$ cat src/rtl/lvs_pkg.sv
package lvs_pkg;

    localparam int SET_COUNT_DEF   = 64;
    localparam int WAYS_DEF        = 8;
    localparam int STAMP_WIDTH_DEF = 64;

    localparam int OPER_W  = 2;
    localparam int SET_IN_W = 6;
    localparam int WAY_IN_W = 3;
    localparam int MASK_W  = 8;

    localparam logic [OPER_W-1:0] OP_SELECT = 2'd0;
    localparam logic [OPER_W-1:0] OP_ACCESS = 2'd1;
    localparam logic [OPER_W-1:0] OP_CLEAR  = 2'd2;

    typedef struct packed {
        logic rd_en;
        logic acc_wr;
        logic cnt_clr;
        logic sweep_wr;
        logic scan_init;
        logic scan_step;
        logic finish;
    } lvs_cmd_t;

    typedef struct packed {
        logic scan_last;
        logic sweep_last;
    } lvs_sts_t;

endpackage

$ cat src/rtl/lvs_ctrl.sv
module lvs_ctrl
(
    input  logic                          clk,
    input  logic                          rst_n,
    input  logic                          start,
    input  logic [lvs_pkg::OPER_W-1:0]    operation,
    input  lvs_pkg::lvs_sts_t             sts,
    output lvs_pkg::lvs_cmd_t             cmd,
    output logic                          busy
);

    typedef enum logic [1:0] {
        ST_IDLE,
        ST_LOAD,
        ST_SCAN,
        ST_SWEEP
    } state_t;

    state_t state_reg;
    state_t state_next;

    always_comb
    begin
        cmd        = '0;
        state_next = state_reg;
        unique case (state_reg)
            ST_IDLE:
            begin
                if (start)
                begin
                    unique case (operation)
                        lvs_pkg::OP_SELECT:
                        begin
                            cmd.rd_en  = 1'b1;
                            state_next = ST_LOAD;
                        end
                        lvs_pkg::OP_ACCESS:
                        begin
                            cmd.acc_wr = 1'b1;
                        end
                        lvs_pkg::OP_CLEAR:
                        begin
                            cmd.cnt_clr = 1'b1;
                            state_next  = ST_SWEEP;
                        end
                        default:
                        begin
                            state_next = ST_IDLE;
                        end
                    endcase
                end
            end
            ST_LOAD:
            begin
                cmd.scan_init = 1'b1;
                state_next    = ST_SCAN;
            end
            ST_SCAN:
            begin
                cmd.scan_step = 1'b1;
                if (sts.scan_last)
                begin
                    cmd.finish = 1'b1;
                    state_next = ST_IDLE;
                end
            end
            ST_SWEEP:
            begin
                cmd.sweep_wr = 1'b1;
                if (sts.sweep_last)
                begin
                    state_next = ST_IDLE;
                end
            end
            default:
            begin
                state_next = ST_IDLE;
            end
        endcase
    end

    always_ff @(posedge clk or negedge rst_n)
    begin
        if (!rst_n)
        begin
            state_reg <= ST_SWEEP;
        end
        else
        begin
            state_reg <= state_next;
        end
    end

    assign busy = (state_reg != ST_IDLE);

endmodule

$ cat config.mk
export PLATFORM = sky130hd
export DESIGN_NAME = lvs_ctrl
export DESIGN_NICKNAME = d
export VERILOG_FILES = /design/src/rtl/lvs_pkg.sv /design/src/rtl/lvs_ctrl.sv
export SDC_FILE = /design/constraint.sdc
export NUM_CORES = 1
export LEC_CHECK = 0
export BUFFER_PORTS_ARGS = -buffer_cell sky130_fd_sc_hd__buf_2
export CAP_MARGIN = 40
export CORE_AREA = 4 4 41 43
export DETAILED_ROUTE_END_ITERATION = 10
export DIE_AREA = 0 0 45 47
export PLACE_DENSITY = 0.43
export SYNTH_ARGS = -nofsm -noshare
export SYNTH_HDL_FRONTEND = slang
export SYNTH_SLANG_ARGS = --single-unit
$ cat constraint.sdc
create_clock -name clk -period 1.24 [get_ports clk]
set_input_delay 0.186 -clock clk [delete_from_list [all_inputs] [get_ports clk]]
set_output_delay 0.186 -clock clk [all_outputs]
set_load 0.05 [all_outputs]
Yosys cells after proc, flatten, opt, wreduce, memory -nomap -nowiden
Cells that the tools add are included.
- register bits: 2
- output and inout bits: 8
- word-level logic and storage cells: 28
- reduce and logical (&&, ||, !) cells: 4
- equal/unequal tests: 9
- muxes and demuxes: 14
- operators with widths (operator ; count):
    2-bit two-way mux ; 4
    2-bit != test (second input constant) ; 4
    2-bit case mux with 4 select lines ; 1
    2-bit equality test (second input constant) ; 3
    1-bit two-way mux ; 6
    3-bit two-way mux ; 2
    2-bit case mux with 3 select lines ; 1
    2-bit by 1-bit equality test with 1-bit output (second input constant) ; 2
    2-bit zero test ; 2
    4-bit AND reduction ; 1
    2-bit nonzero test ; 1

Logic depth before layout (Yosys ltp)
- depth in word-level cells: 4
- mapped depth: 2
- depth with buffers taken out: 2

Worst setup path before layout
No wires, ideal clock.
- kind: flip-flop to output port
- start point: reg state_reg[1]
- end point: out cmd[0] (netlist bit)
- cell stages (with the launch flop): 3
- setup slack: -0.511 ns
- data arrival time: 1.565 ns
- cell sequence: dfstp_2 -> nor2b_2 -> and2_1
- RTL lines (what ; RTL line ; RTL):
    start, declared ; lvs_ctrl.sv:19 ; state_t state_reg;
    start signal, assigned ; lvs_ctrl.sv:90 ; state_reg <= state_next;
    end, declared ; lvs_ctrl.sv:8 ; output lvs_pkg::lvs_cmd_t cmd,

==> results_dict.tcl <==
set metrics [dict create \
    status "finished with violations" \
    violations "setup timing" \
    clock-sinks 2 \
    first_pass_iters 1 \
    synthDistinctLibCells 12 \
    post_drt_wl_per_cell_um 9.36 \
    ys_ff_latch 2 \
    switching_share 0.468 \
    setup_ws_ps -189 \
    final_nets 50 \
    synthAdderAreaFrac 0 \
    r2r-start "state_reg[0]" \
    ant_nets 0 \
    portBuffers 14 \
    power.internal_mw 0.516 \
    power_density_nw_per_um2 2420 \
    synth_area_per_cell_um2 9.94 \
    finalCritPeriodShare 1.15 \
    synthCells 17 \
    rrSetupSlack_ps 50 \
    crit_cells 3 \
    report.final.setup_viol 8 \
    initial_core_util 0.130 \
    fp.dieH_um 47 \
    hp-class "input port to flop" \
    synthSimpleGateAreaFrac 0.393 \
    p_switching_mw 0.455 \
    place_area_um2 298 \
    fin_area_um2 402 \
    htree_levels 1 \
    relSlewSlack 0.872 \
    grt-ovfl-total 0 \
    route.detailed.drc 0 \
    critPathSlowestCell "dfstp_2" \
    cts-root-buf "clkbuf_4" \
    hold_viol_final 0 \
    r2r_end "state_reg[1]" \
    cts_buffers 3 \
    mostFrequentLayoutCells "6 x buf_2, 6 x buf_4, 6 x buf_6" \
    drv_slew 0 \
    vdd_ir_drop_max_uv 1180 \
    ys_seq_area_frac 0.311 \
    grt_max_degree 7 \
    setup.worst_path.start "state_reg[1]" \
    synth_compound_area_frac 0.141 \
    drive_gt1_frac 0.854 \
    synth_top_family_by_area "simple AND/OR/NAND/NOR gates" \
    holdWs_ps 245 \
    cap_violations 0 \
    worst_pin_slew_ps 192 \
    cp_top_family "flip-flops" \
    synth_nets 24 \
    worstPathMaxFanout 6 \
    synthMuxAreaShare 0.0889 \
    critPathKind "flop to output pin" \
    crit_buf_inv 1 \
    rows 13 \
    critPathLaunchType "flop" \
    combinationalPowerShare 0.702 \
    cp_cell_sequence "nor2b_2 -> and2_2 -> buf_6" \
    fp.dieW_um 45 \
    wl_um 524 \
    place.gp.congestion 0.619 \
    cts.clk_slew.worst_paths_ps 30 \
    rsz0062_at_grt "true" \
    cts_tree "done" \
    slowest_delay_ps 560 \
    grt_pass1_vias 215 \
    largest_reg_flops 2 \
    vias 217 \
    core_area_um2 1300 \
    ys.warnings.count 0 \
    diodes 0 \
    required_ps 1050 \
    reg2regPathDepth 3 \
    fmax_mhz 700 \
    clockBufferDepth 2 \
    power_frac_clock 0.144 \
    crit_path_end "cmd[0]" \
    power_leakage_nw 0.205 \
    insertion_delay_ps 220 \
    synth_xor_area_frac 0 \
    finalClockSkew_ps 3.23 \
    worstPathArrival_ps 1240 \
    cp-end-kind "output pin" \
    num_io_pins 15 \
    drt-initial-drc-count 0 \
    avgViaCountPerCell 3.88 \
    synth_area_um2 169 \
    area_growth_pct 138 \
    fin_crit_ps 1430 \
    grt_pass1_wl_um 917 \
    fillers 141 \
    die-area_um2 2120 \
    antenna_found_initial 0 \
    seq_power_share 0.154 \
    track_usage 0.0631 \
]
-- synth_stat cells (all sizes together) --
master | n | area share
inv | 3 | 0.067
and2 | 2 | 0.074
and4b | 2 | 0.12
dfstp | 2 | 0.31
nor2b | 2 | 0.089
a22oi | 1 | 0.074
a32o | 1 | 0.067
mux2 | 1 | 0.089
nand3b | 1 | 0.044
nor2 | 1 | 0.037
nor3 | 1 | 0.030
-- layer usage --
metal  routed length, um  vias up  global-route usage  part of all wire
li1                    -      110                   -                 -
met1                 208       99              0.0635              0.40
met2                 276        8               0.113              0.53
met3                  38        0              0.0115             0.073
met4                   0        0              0.0526                 0
met5                   0        -                   0                 0
-- repair_timing --
| item | CTS | global route |
|---|---|---|
| hold endpoints to repair | 2 | 0 |
| setup endpoints to repair | 8 | 9 |
| setup buffers | 2 | 1 |
| gates resized for setup | 15 | 3 |
| hold buffers | 1 | 0 |
-- cell type report --
| class | instances | area [um^2] | area share |
|---|---|---|---|
| clock buffer | 3 | 22.5 | 0.0561 |
| timing repair buffer | 21 | 175 | 0.436 |
| inverter | 3 | 11.3 | 0.0280 |
| tap | 15 | 18.8 | 0.0467 |
| multi-input combinational | 12 | 121 | 0.302 |
| sequential | 2 | 52.6 | 0.131 |
-- kinds of logic (layout without fill, tap and decap cells) --
kind of cell / Yosys count / count (layout)
AO/OA/AOI/OAI: 2 / 2
buffers and inverters: 3 / 27
flip-flops: 2 / 2
AND/OR/NAND/NOR: 9 / 9
multiplexers: 1 / 1
-- tightest hold or removal path: cells and delay by family --
family	cells	cell delay, ps
buf+inv	1	90
compound gates	1	40
mux	1	140
-- worst min-delay path by stage --
stage,from,end,slack [ps],cells past startpoint
floorplan,rst_n,state_reg[0],40,0
global placement,rst_n,state_reg[0],140,1
detailed placement,rst_n,state_reg[0],140,1
CTS,sts[1],state_reg[1],240,3
global route,sts[1],state_reg[1],250,3
finish,sts[1],state_reg[1],250,3
-- power groups by stage --
stage / logic (mW) / clock network, mW / registers (mW)
5_1_grt: 0.715 / 0.164 / 0.156
3_5_place_dp: 0.555 / 0 / 0.151
4_1_cts: 0.668 / 0.150 / 0.148
3_3_place_gp: 0.560 / 0 / 0.150
2_1_floorplan: 0.376 / 0 / 0.150
6_report: 0.682 / 0.140 / 0.150
-- through the flow --
step | setup slack [ps] | setup TNS [ps] | power [mW] | instances | util
floorplan | -412 | -670 | 0.525 | 17 | -
global placement | -21.0 | -44.6 | 0.710 | 50 | 0.229
detailed placement | -32.3 | -33.9 | 0.706 | 50 | 0.229
CTS | -186 | -1050 | 0.965 | 56 | 0.304
global route | -253 | -1460 | 1.04 | 56 | 0.309
finish | -189 | -1000 | 0.971 | 56 | 0.309
Power figures use the tool's default switching activity.
